==> config.mk <==
export PLATFORM = sky130hd
export DESIGN_NAME = tplru_ctrl
export DESIGN_NICKNAME = d
export VERILOG_FILES = /design/src/design/tplru_pkg.sv /design/src/design/tplru_ctrl.sv
export SDC_FILE = /design/constraint.sdc
export NUM_CORES = 1
export LEC_CHECK = 0
export BUFFER_PORTS_ARGS = -buffer_cell sky130_fd_sc_hd__buf_2
export CORE_AREA = 2 2 39 41
export DETAILED_ROUTE_END_ITERATION = 6
export DIE_AREA = 0 0 41 43
export PLACE_DENSITY = 0.35
export SLEW_MARGIN = 40
export SYNTH_ARGS = -nofsm -noshare
export SYNTH_HDL_FRONTEND = slang
export SYNTH_SLANG_ARGS = --single-unit
export TNS_END_PERCENT = 5
==> constraint.sdc <==
create_clock -name i_clk -period 1 [get_ports i_clk]
set_clock_uncertainty 0.1 [all_clocks]
set_input_delay 0 -clock i_clk [delete_from_list [all_inputs] [get_ports i_clk]]
set_output_delay 0 -clock i_clk [all_outputs]
set_load 0.02 [all_outputs]
==> src/design/tplru_pkg.sv <==
// ----------------------------------------------------------------------------
// tplru_pkg
// Shared types and constants for the tree pseudo-LRU tag lookup block.
// ----------------------------------------------------------------------------
package tplru_pkg;

    // fixed field widths of the access and result words
    localparam int SET_IN_W   = 6;
    localparam int TAG_IN_W   = 20;
    localparam int OUT_WAY_W  = 3;
    localparam int OUT_LINE_W = 9;
    localparam int CNT_W      = 32;

    localparam logic [CNT_W-1:0] CNT_MAX = '1;

    // controller to datapath
    typedef struct packed {
        logic load;     // latch the access word, launch the set read
        logic update;   // compare, write back, load the result
        logic clear;    // zero one metadata row
    } t_cmd;

    // datapath to controller
    typedef struct packed {
        logic clr_last; // clearing pass is on its final row
    } t_sts;

endpackage

==> src/design/tplru_ctrl.sv <==
// ----------------------------------------------------------------------------
// tplru_ctrl
// Sequencer: clearing pass after reset, then a two-step read / update
// cycle for each access word.
// ----------------------------------------------------------------------------
module tplru_ctrl (
    input  logic             i_clk,
    input  logic             i_rst_n,
    input  logic             i_start,
    input  tplru_pkg::t_sts  i_sts,
    output tplru_pkg::t_cmd  o_cmd,
    output logic             o_busy,
    output logic             o_done
);

    localparam logic [1:0] ST_CLEAR = 2'd0;
    localparam logic [1:0] ST_IDLE  = 2'd1;
    localparam logic [1:0] ST_LOOK  = 2'd2;

    logic [1:0] r_state;
    logic [1:0] n_state;
    logic       r_done;

    always_comb begin
        n_state = r_state;
        unique case (r_state)
            ST_CLEAR: begin
                if (i_sts.clr_last) begin
                    n_state = ST_IDLE;
                end
            end
            ST_IDLE: begin
                if (i_start) begin
                    n_state = ST_LOOK;
                end
            end
            ST_LOOK: begin
                n_state = ST_IDLE;
            end
            default: begin
                n_state = ST_CLEAR;
            end
        endcase
    end

    always_comb begin
        o_cmd.load   = (r_state == ST_IDLE) && i_start;
        o_cmd.update = (r_state == ST_LOOK);
        o_cmd.clear  = (r_state == ST_CLEAR);
    end

    always_ff @(posedge i_clk) begin
        if (!i_rst_n) begin
            r_state <= ST_CLEAR;
            r_done  <= 1'b0;
        end else begin
            r_state <= n_state;
            r_done  <= (r_state == ST_LOOK);
        end
    end

    assign o_busy = (r_state != ST_IDLE);
    assign o_done = r_done;

endmodule

==> results.json, run 1 <==
{
  "outcome": "complete, but fails checks",
  "violations": "negative hold slack, negative setup slack",
  "hold_start": "i_start",
  "peakVddDrop_mv": 0.233,
  "die_h_microns": 43,
  "antenna_found_initial": 0,
  "syn_area_sq_um": 130,
  "r2r-end": "r_state[1]$_SDFFE_PN0P_",
  "use_met2_pct": 5.94,
  "synth_cell_types": 8,
  "grt-busiest-layer": "met4",
  "portBuffers": 8,
  "worstSetupStartpointType": "flip-flop",
  "grt_pass1_wl_microns": 476,
  "min_period_over_period_pct": 102,
  "nFillCells": 155,
  "synth.top_cell.area_share_pct": 46.2,
  "r2r_start": "r_state[1]$_SDFFE_PN0P_",
  "tns_ps": -16.3,
  "fin_util_pct": 17.5,
  "final_hold_viol_count": 1,
  "relSlewSlack_pct": 87.9,
  "seq_area_sq_um": 62.6,
  "clk_pin_slew_worst_paths_ps": 40,
  "yosysWarnings": 0,
  "grt_use_total_pct": 4.10,
  "clock-root-buffer": "clkbuf_4",
  "grt_pass1_vias": 145,
  "postSynthCellCount": 13,
  "clock_path_buffers": 2,
  "rows": 14,
  "synth_area_leaders": "dfxtp_1 46%, o32ai_2 13%, and2_1 9.6%",
  "wl_per_cell_microns": 7.43,
  "synth_nets": 17,
  "hp-class": "in2reg",
  "pre_cts_ws_ps": 77.1,
  "n_antenna_cell": 0,
  "drive_above_1_share_pct": 61.5,
  "dieArea_sq_um": 1760,
  "p_leak_uw": 0.000113,
  "grt_use_met3_pct": 0,
  "clk_latency_ps": 230,
  "final_common_cell": "buf_2",
  "grt_overflow": 0,
  "syn2layout_area_growth_pct": 85.6,
  "drc_errors": 0,
  "multi_input_area_sq_um": 67.6,
  "fmax_mhz": 984,
  "start_util_pct": 9.40,
  "wl_microns": 312,
  "critPathArrivalTime_ps": 920,
  "post-cts-setup-buffers": 0,
  "layoutNonFillerInstCount": 42,
  "yosysTopAreaCell": "dfxtp_1",
  "reg2reg_depth": 2,
  "critPathCaptureType": "output pin",
  "rsz0062_at_grt": "true",
  "ant_nets": 0,
  "drv_slew": 0,
  "place_area_sq_um": 190,
  "cp.required_ps": 900,
  "firstDrtPassIters": 4,
  "hold_buffers": 1,
  "reg2reg_slack_ps": 80,
  "final_area_sq_um": 241,
  "final_cell_mix": "5 x buf_2, 3 x clkbuf_4",
  "period_minus_slack_ps": 1020,
  "worst_pin_slew_ps": 182,
  "htree_levels": 1,
  "routed-via-count": 129,
  "numCtsBuffers": 3,
  "dp.cells": 37,
  "cts_tree": "yes",
  "die_w_microns": 41,
  "clock-sinks": 3,
  "grt_max_degree": 6,
  "synth-seq-cells": 3,
  "gr-usage-met1_pct": 4.11,
  "setup_viol": 1,
  "nets": 31,
  "holdPathStages": 2,
  "gp_congestion": 0.605,
  "cap_violations": 0,
  "finalWorstSetupSlack_ps": -16.3,
  "syn_area_per_cell_sq_um": 10.0,
  "critPathKind": "reg2out",
  "p_per_area_nw_per_um2": 1710,
  "drt-initial-drc-count": 1,
  "placeableCoreArea_sq_um": 1380,
  "crit_fanout": 5,
  "pin_count": 9,
  "finalHoldWorstSlack_ps": -113,
  "min_to": "r_state[0]$_SDFFE_PN0P_",
  "ys_seq_area_share_pct": 46.2,
  "viasPerCell": 3.07
}
## layout make-up
type | count | share of cell area [%]
Clock buffer | 4 | 10.9
Timing Repair Buffer | 9 | 25.4
Sequential cell | 3 | 25.9
Inverter | 1 | 1.55
Tap cell | 16 | 8.29
Multi-Input combinational cell | 9 | 28.0
## flip-flops by register name (all words and copies together) (netlist names)
signal   count
r_state      2
o_done       1
## through the flow
| step | hold WS, ps | power, uW |
|---|---|---|
| after floorplan | 20.9 | 172 |
| after global placement | 134 | 196 |
| after detailed placement | 132 | 197 |
| after CTS | -117 | 421 |
| after global routing | -105 | 433 |
| final | -113 | 413 |
## cell families (layout without fill, tap and decap cells)
family          after synthesis  count (layout)  share of synthesized area, %
compound gates                1               1                          12.5
buf+inv                       1              14                          2.88
flops                         3               3                          46.2
simple gates                  8               8                          38.5
## worst max path at each step
stage | to | startpoint | cells after the start | slack, ps
detailed placement | r_state[1]$_SDFFE_PN0P_ | r_state[1]$_SDFFE_PN0P_ | 2 | 80
CTS | o_cmd[2] | r_state[1]$_SDFFE_PN0P_ | 2 | -30
floorplan | r_state[1]$_SDFFE_PN0P_ | r_state[1]$_SDFFE_PN0P_ | 2 | 20
finish | o_cmd[2] | r_state[1]$_SDFFE_PN0P_ | 2 | -20
global route | o_cmd[2] | r_state[1]$_SDFFE_PN0P_ | 2 | -60
global placement | r_state[1]$_SDFFE_PN0P_ | r_state[1]$_SDFFE_PN0P_ | 2 | 90
## power breakdown
group          switching [uW]  leakage (uW)  internal, uW
logic                    36.4     0.0000726          34.2
registers                6.85     0.0000253           128
clock network            58.4     0.0000150           149
total                     102      0.000113           312
## Yosys cell counts
cell type  number
dfxtp_1         3
nand2b_1        2
nor2_1          2
o32ai_2         1
inv_1           1
and3b_1         1
nor2b_2         1
and2_1          2
## critical path, cell delays in order, from the launching register on
cell and delay [ps]:
dfxtp_2 340, and3b_2 220, buf_6 130
## layer usage
metal  share of wire [%]  wire length, microns
met4                   0                     0
met3                 4.8                    15
met1                  43                   133
met2                  52                   163
met5                   0                     0
## repair_timing
item	in CTS	in global routing
setup endpoints to repair	3	3
endpoints found under the hold margin	3	1
gates resized for setup	5	2
Note: power is estimated with default switching activity, not from simulation.
==> run 2: changes to the inputs <==
--- a/config.mk
+++ b/config.mk
@@ -7,10 +7,11 @@
 export LEC_CHECK = 0
 export BUFFER_PORTS_ARGS = -buffer_cell sky130_fd_sc_hd__buf_2
 export CORE_AREA = 2 2 39 41
+export CTS_BUF_LIST = sky130_fd_sc_hd__clkbuf_8 sky130_fd_sc_hd__clkbuf_16
 export DETAILED_ROUTE_END_ITERATION = 6
 export DIE_AREA = 0 0 41 43
 export PLACE_DENSITY = 0.35
-export SLEW_MARGIN = 40
+export SETUP_SLACK_MARGIN = 0.3
 export SYNTH_ARGS = -nofsm -noshare
 export SYNTH_HDL_FRONTEND = slang
 export SYNTH_SLANG_ARGS = --single-unit
==> run 2 against run 1 <==
Compared with the run above: setup slack gained 3.6 ps; cell count decreased by 2.4%; clock power grew 63%; flip-flop and latch count unchanged; sequential power about the same; first-iteration DRC count decreased by 100%; the run still ends with negative hold slack, negative setup slack left; register-to-register slack is essentially flat; highest routed layer unchanged; worst hold slack improved by 26 ps; largest power group unchanged.
==> results.json, run 2 (synthesized netlist as in run 1, its figures left out) <==
{
  "critPathKind": "reg2out",
  "multi_input_area_sq_um": 70.1,
  "pin_count": 9,
  "violations": "negative hold slack, negative setup slack",
  "period_minus_slack_ps": 1010,
  "final_cell_mix": "4 x buf_6, 3 x clkbuf_8, 3 x buf_2, 3 x dfxtp_2",
  "seq_area_sq_um": 63.8,
  "p_per_area_nw_per_um2": 2050,
  "clk_latency_ps": 210,
  "grt_overflow": 0,
  "gp_congestion": 0.534,
  "min_period_over_period_pct": 101,
  "largest_reg_flops": 2,
  "cpPeakStageDelay_ps": 350,
  "finalHoldWorstSlack_ps": -86.5,
  "wl_microns": 397,
  "viasPerCell": 3.22,
  "portBuffers": 8,
  "grt_use_total_pct": 6.21,
  "cpMaxStageDelayCell": "dfxtp_2",
  "critPathArrivalTime_ps": 910,
  "rsz0062_at_grt": "true",
  "drc_errors": 0,
  "hp-class": "in2reg",
  "antenna_found_initial": 0,
  "drt-initial-drc-count": 0,
  "relSlewSlack_pct": 87.3,
  "post-cts-setup-buffers": 0,
  "reg2reg_slack_ps": 70,
  "die_w_microns": 41,
  "p_leak_uw": 0.000125,
  "syn2layout_area_growth_pct": 108,
  "setup_viol": 1,
  "cp.required_ps": 900,
  "numCtsBuffers": 3,
  "clock-root-buffer": "clkbuf_8",
  "layoutNonFillerInstCount": 41,
  "die_h_microns": 43,
  "clock_path_buffers": 2,
  "ant_nets": 0,
  "clock-sinks": 3,
  "nFillCells": 159,
  "routed-via-count": 132,
  "grt_pass1_vias": 148,
  "peakVddDrop_mv": 0.995,
  "clk_pin_slew_worst_paths_ps": 30,
  "finalWorstSetupSlack_ps": -12.7,
  "worst_pin_slew_ps": 191,
  "nets": 30,
  "critPathCaptureType": "output pin",
  "outcome": "complete, but fails checks",
  "n_antenna_cell": 0,
  "start_util_pct": 9.40,
  "firstDrtPassIters": 1,
  "htree_levels": 1,
  "rows": 14,
  "grt_max_degree": 6,
  "path_buf_inv": 1,
  "drv_slew": 0,
  "fin_util_pct": 19.5,
  "dp.cells": 37,
  "drive_above_1_share_pct": 72.0,
  "final_hold_viol_count": 3,
  "cap_violations": 0,
  "crit_fanout": 5,
  "grt_pass1_wl_microns": 621,
  "placeableCoreArea_sq_um": 1380,
  "cp_cell_sequence": "and3b_2 > buf_6",
  "dieArea_sq_um": 1760,
  "worstSetupStartpointType": "flip-flop",
  "largest_register": "r_state",
  "wl_per_cell_microns": 9.68,
  "final_common_cell": "buf_6",
  "cts_tree": "yes",
  "fmax_mhz": 987,
  "cp_top_family": "flip-flops"
}
[run 2: changes by cell type in the layout (fill, tap and decap cells not counted), moves of 2 or more]
cell | before | now
buf_6 | 1 | 4
buf_2 | 5 | 3
clkbuf_8 | 0 | 3
clkbuf_4 | 3 | 0
[run 2: layout make-up]
class                      count  area share, %
inverter                       1           1.39
tap                           16           7.41
multi-input combinational      9           25.9
sequential                     3           23.6
timing repair buffer           8           25.0
clock buffer                   3           15.3
clock inverter                 1           1.39
[run 2: path summary, 6_finish.rpt]
check,from,end,cells past startpoint
hold / removal,i_start,r_state[0]$_SDFFE_PN0P_,2
setup / recovery,r_state[1]$_SDFFE_PN0P_,o_cmd[2],2
setup reg to reg,r_state[1]$_SDFFE_PN0P_,r_state[1]$_SDFFE_PN0P_,2
hold reg to reg,r_state[0]$_SDFFE_PN0P_,r_state[0]$_SDFFE_PN0P_,2
[run 2: per-stage QoR]
stage                     cell area [sq um]  setup TNS (ps)  setup slack [ps]  total power (uW)
after global routing                    270           -89.8             -65.8               589
after floorplan                         136               0              70.8               176
after detailed placement                196               0               100               201
after CTS                               270           -13.0             -13.0               568
after global placement                  196               0               123               199
final                                   270           -12.7             -12.7               554
[run 2: power breakdown]
| group | leakage, uW | total, uW | switching [uW] | internal [uW] |
|---|---|---|---|---|
| registers | 0.0000258 | 137 | 8.31 | 128 |
| clock network | 0.0000269 | 339 | 77.6 | 261 |
| logic | 0.0000727 | 78.3 | 38.6 | 39.7 |
| total | 0.000125 | 554 | 125 | 429 |
[run 2: repair_timing]
| action | in CTS | in global routing |
|---|---|---|
| resized for setup | 10 | 0 |
| setup endpoints to repair | 8 | 8 |
| hold endpoints to repair | 3 | 3 |
| pin swaps | 1 | 0 |
[run 2: routing by layer]
layer / GRT usage, % / wire length (microns)
met5: 0 / 0
met2: 6.25 / 135
met3: 7.85 / 80
met1: 6.71 / 181
met4: 4.00 / 0
==> run 3: changes to the inputs <==
--- a/config.mk
+++ b/config.mk
@@ -11,6 +11,7 @@
 export DETAILED_ROUTE_END_ITERATION = 6
 export DIE_AREA = 0 0 41 43
 export PLACE_DENSITY = 0.35
+export REMOVE_ABC_BUFFERS = 1
 export SETUP_SLACK_MARGIN = 0.3
 export SYNTH_ARGS = -nofsm -noshare
 export SYNTH_HDL_FRONTEND = slang
==> run 3 against run 2 <==
Compared with the run above: the flow finishes with violations (negative hold slack); non-clock buffer count unchanged; sequential share of layout area up 0.67 points; power down 1.6%; setup slack better by 18 ps; clock power about the same; cell area down 2.8%; routed wire length down 24%; critical endpoint unchanged; largest power group unchanged.
==> results.json, run 3 (synthesized netlist as in run 1, its figures left out) <==
{
  "outcome": "complete, but fails checks",
  "violations": "negative hold slack",
  "relSlewSlack_pct": 87.7,
  "final_hold_viol_count": 3,
  "drive_above_1_share_pct": 64.0,
  "cp_top_family": "flip-flops",
  "p_leak_uw": 0.000124,
  "clock_path_buffers": 2,
  "grt_use_total_pct": 3.90,
  "path_depth": 2,
  "pwr-share-clk_pct": 61.9,
  "hp-class": "in2reg",
  "drt-initial-drc-count": 1,
  "finalPower_uw": 545,
  "drv_slew": 0,
  "pin_count": 9,
  "die_w_microns": 41,
  "critPathKind": "reg2out",
  "routed-via-count": 129,
  "reg2reg_slack_ps": 110,
  "largest_register": "r_state",
  "finalHoldWorstSlack_ps": -94.8,
  "gp_congestion": 0.605,
  "rows": 14,
  "peakVddDrop_mv": 0.316,
  "htree_levels": 1,
  "pre_cts_ws_ps": 77.1,
  "antenna_found_initial": 0,
  "grt_pass1_wl_microns": 420,
  "rsz0062_at_grt": "true",
  "p_per_area_nw_per_um2": 2070,
  "wl_per_cell_microns": 7.39,
  "r2r_start": "r_state[1]$_SDFFE_PN0P_",
  "cpPeakStageDelay_ps": 320,
  "worst_pin_slew_ps": 184,
  "min_period_over_period_pct": 99.4,
  "cts_tree": "yes",
  "firstDrtPassIters": 4,
  "dieArea_sq_um": 1760,
  "worstSetupStartpointType": "flip-flop",
  "portBuffers": 8,
  "largest_reg_flops": 2,
  "n_antenna_cell": 0,
  "clock-sinks": 3,
  "critPathCaptureType": "output pin",
  "drc_errors": 0,
  "crit_fanout": 5,
  "crit_start": "r_state[1]$_SDFFE_PN0P_",
  "p_int_uw": 425,
  "grt_max_degree": 6,
  "period_minus_slack_ps": 994,
  "p_seq_share_pct": 24.8,
  "grt_overflow": 0,
  "setup_viol": 0,
  "final_cell_mix": "3 x clkbuf_8, 3 x buf_2, 3 x dfxtp_2, 3 x buf_6",
  "clk_pin_slew_worst_paths_ps": 30,
  "cp_cell_sequence": "and3b_1 > buf_6",
  "reg2reg_depth": 2,
  "combinationalPowerShare_pct": 13.3,
  "numCtsBuffers": 3,
  "cap_violations": 0,
  "clock-root-buffer": "clkbuf_8",
  "start_util_pct": 9.40,
  "ant_nets": 0,
  "post-cts-setup-buffers": 0,
  "cpMaxStageDelayCell": "dfxtp_2",
  "clk_latency_ps": 210,
  "cp.required_ps": 900,
  "viasPerCell": 3.15,
  "r2r-end": "r_state[0]$_SDFFE_PN0P_",
  "placeableCoreArea_sq_um": 1380,
  "nFillCells": 162,
  "critPathArrivalTime_ps": 890,
  "p_sw_uw": 120,
  "die_h_microns": 43,
  "syn2layout_area_growth_pct": 102,
  "path_buf_inv": 1,
  "nets": 30,
  "grt_pass1_vias": 135,
  "wl_microns": 303,
  "endpoint": "o_cmd[2]",
  "finalWorstSetupSlack_ps": 5.65,
  "switching_share_pct": 22.0,
  "fmax_mhz": 1010
}
[run 3: metrics by stage]
stage	area (sq um)	utilization, %	instances	TNS, ps	hold WS, ps
final	263	19.0	41	0	-94.8
after global placement	190	13.7	37	0	134
after detailed placement	190	13.7	37	0	132
after global routing	263	19.0	41	-35.5	-90.8
after CTS	263	19.0	41	-5.61	-98.9
after floorplan	130	-	13	0	20.9
[run 3: how the worst min path moves through the flow]
stage	start	end	slack [ps]	cells after the start
after floorplan	i_start	r_state[0]$_SDFFE_PN0P_	20	1
after global placement	i_start	r_state[0]$_SDFFE_PN0P_	130	2
after detailed placement	i_start	r_state[0]$_SDFFE_PN0P_	130	2
after CTS	i_start	r_state[0]$_SDFFE_PN0P_	-100	2
after global routing	i_start	r_state[0]$_SDFFE_PN0P_	-90	2
final	i_start	r_state[0]$_SDFFE_PN0P_	-90	2
[run 3: final cells by class]
class	instances	area (sq um)	share of cell area, %
clock buffers	3	41.3	15.7
clock inverters	1	3.75	1.43
inverters	1	3.75	1.43
multi-input cells	9	66.3	25.2
flip-flops and latches	3	63.8	24.3
well taps	16	20.0	7.62
repair buffers	8	63.8	24.3
[run 3: metal layers]
metal	global-route usage, %	wire [microns]
met5	0	0
met4	8.00	8
met1	3.48	124
met2	5.00	150
met3	0	19
[run 3: repair_timing]
item	in CTS	in global routing
gates resized for setup	11	0
endpoints found under the setup margin	8	8
pin swaps	2	0
endpoints found under the hold margin	3	3
[run 3: power by group through the flow]
stage | Combinational (uW) | Clock (uW) | Sequential (uW)
4_1_cts | 73.2 | 346 | 136
6_report | 72.3 | 337 | 135
2_1_floorplan | 37.8 | 0 | 135
3_5_place_dp | 61.0 | 0 | 136
3_3_place_gp | 60.7 | 0 | 135
5_1_grt | 78.1 | 346 | 136
[run 3: worst register-to-register path, delay by kind of cell (launching register included)]
family	cells	cell delay, ps
AOI/OAI and AO/OA	1	200
DFF	1	320
and+or+nand+nor	1	170
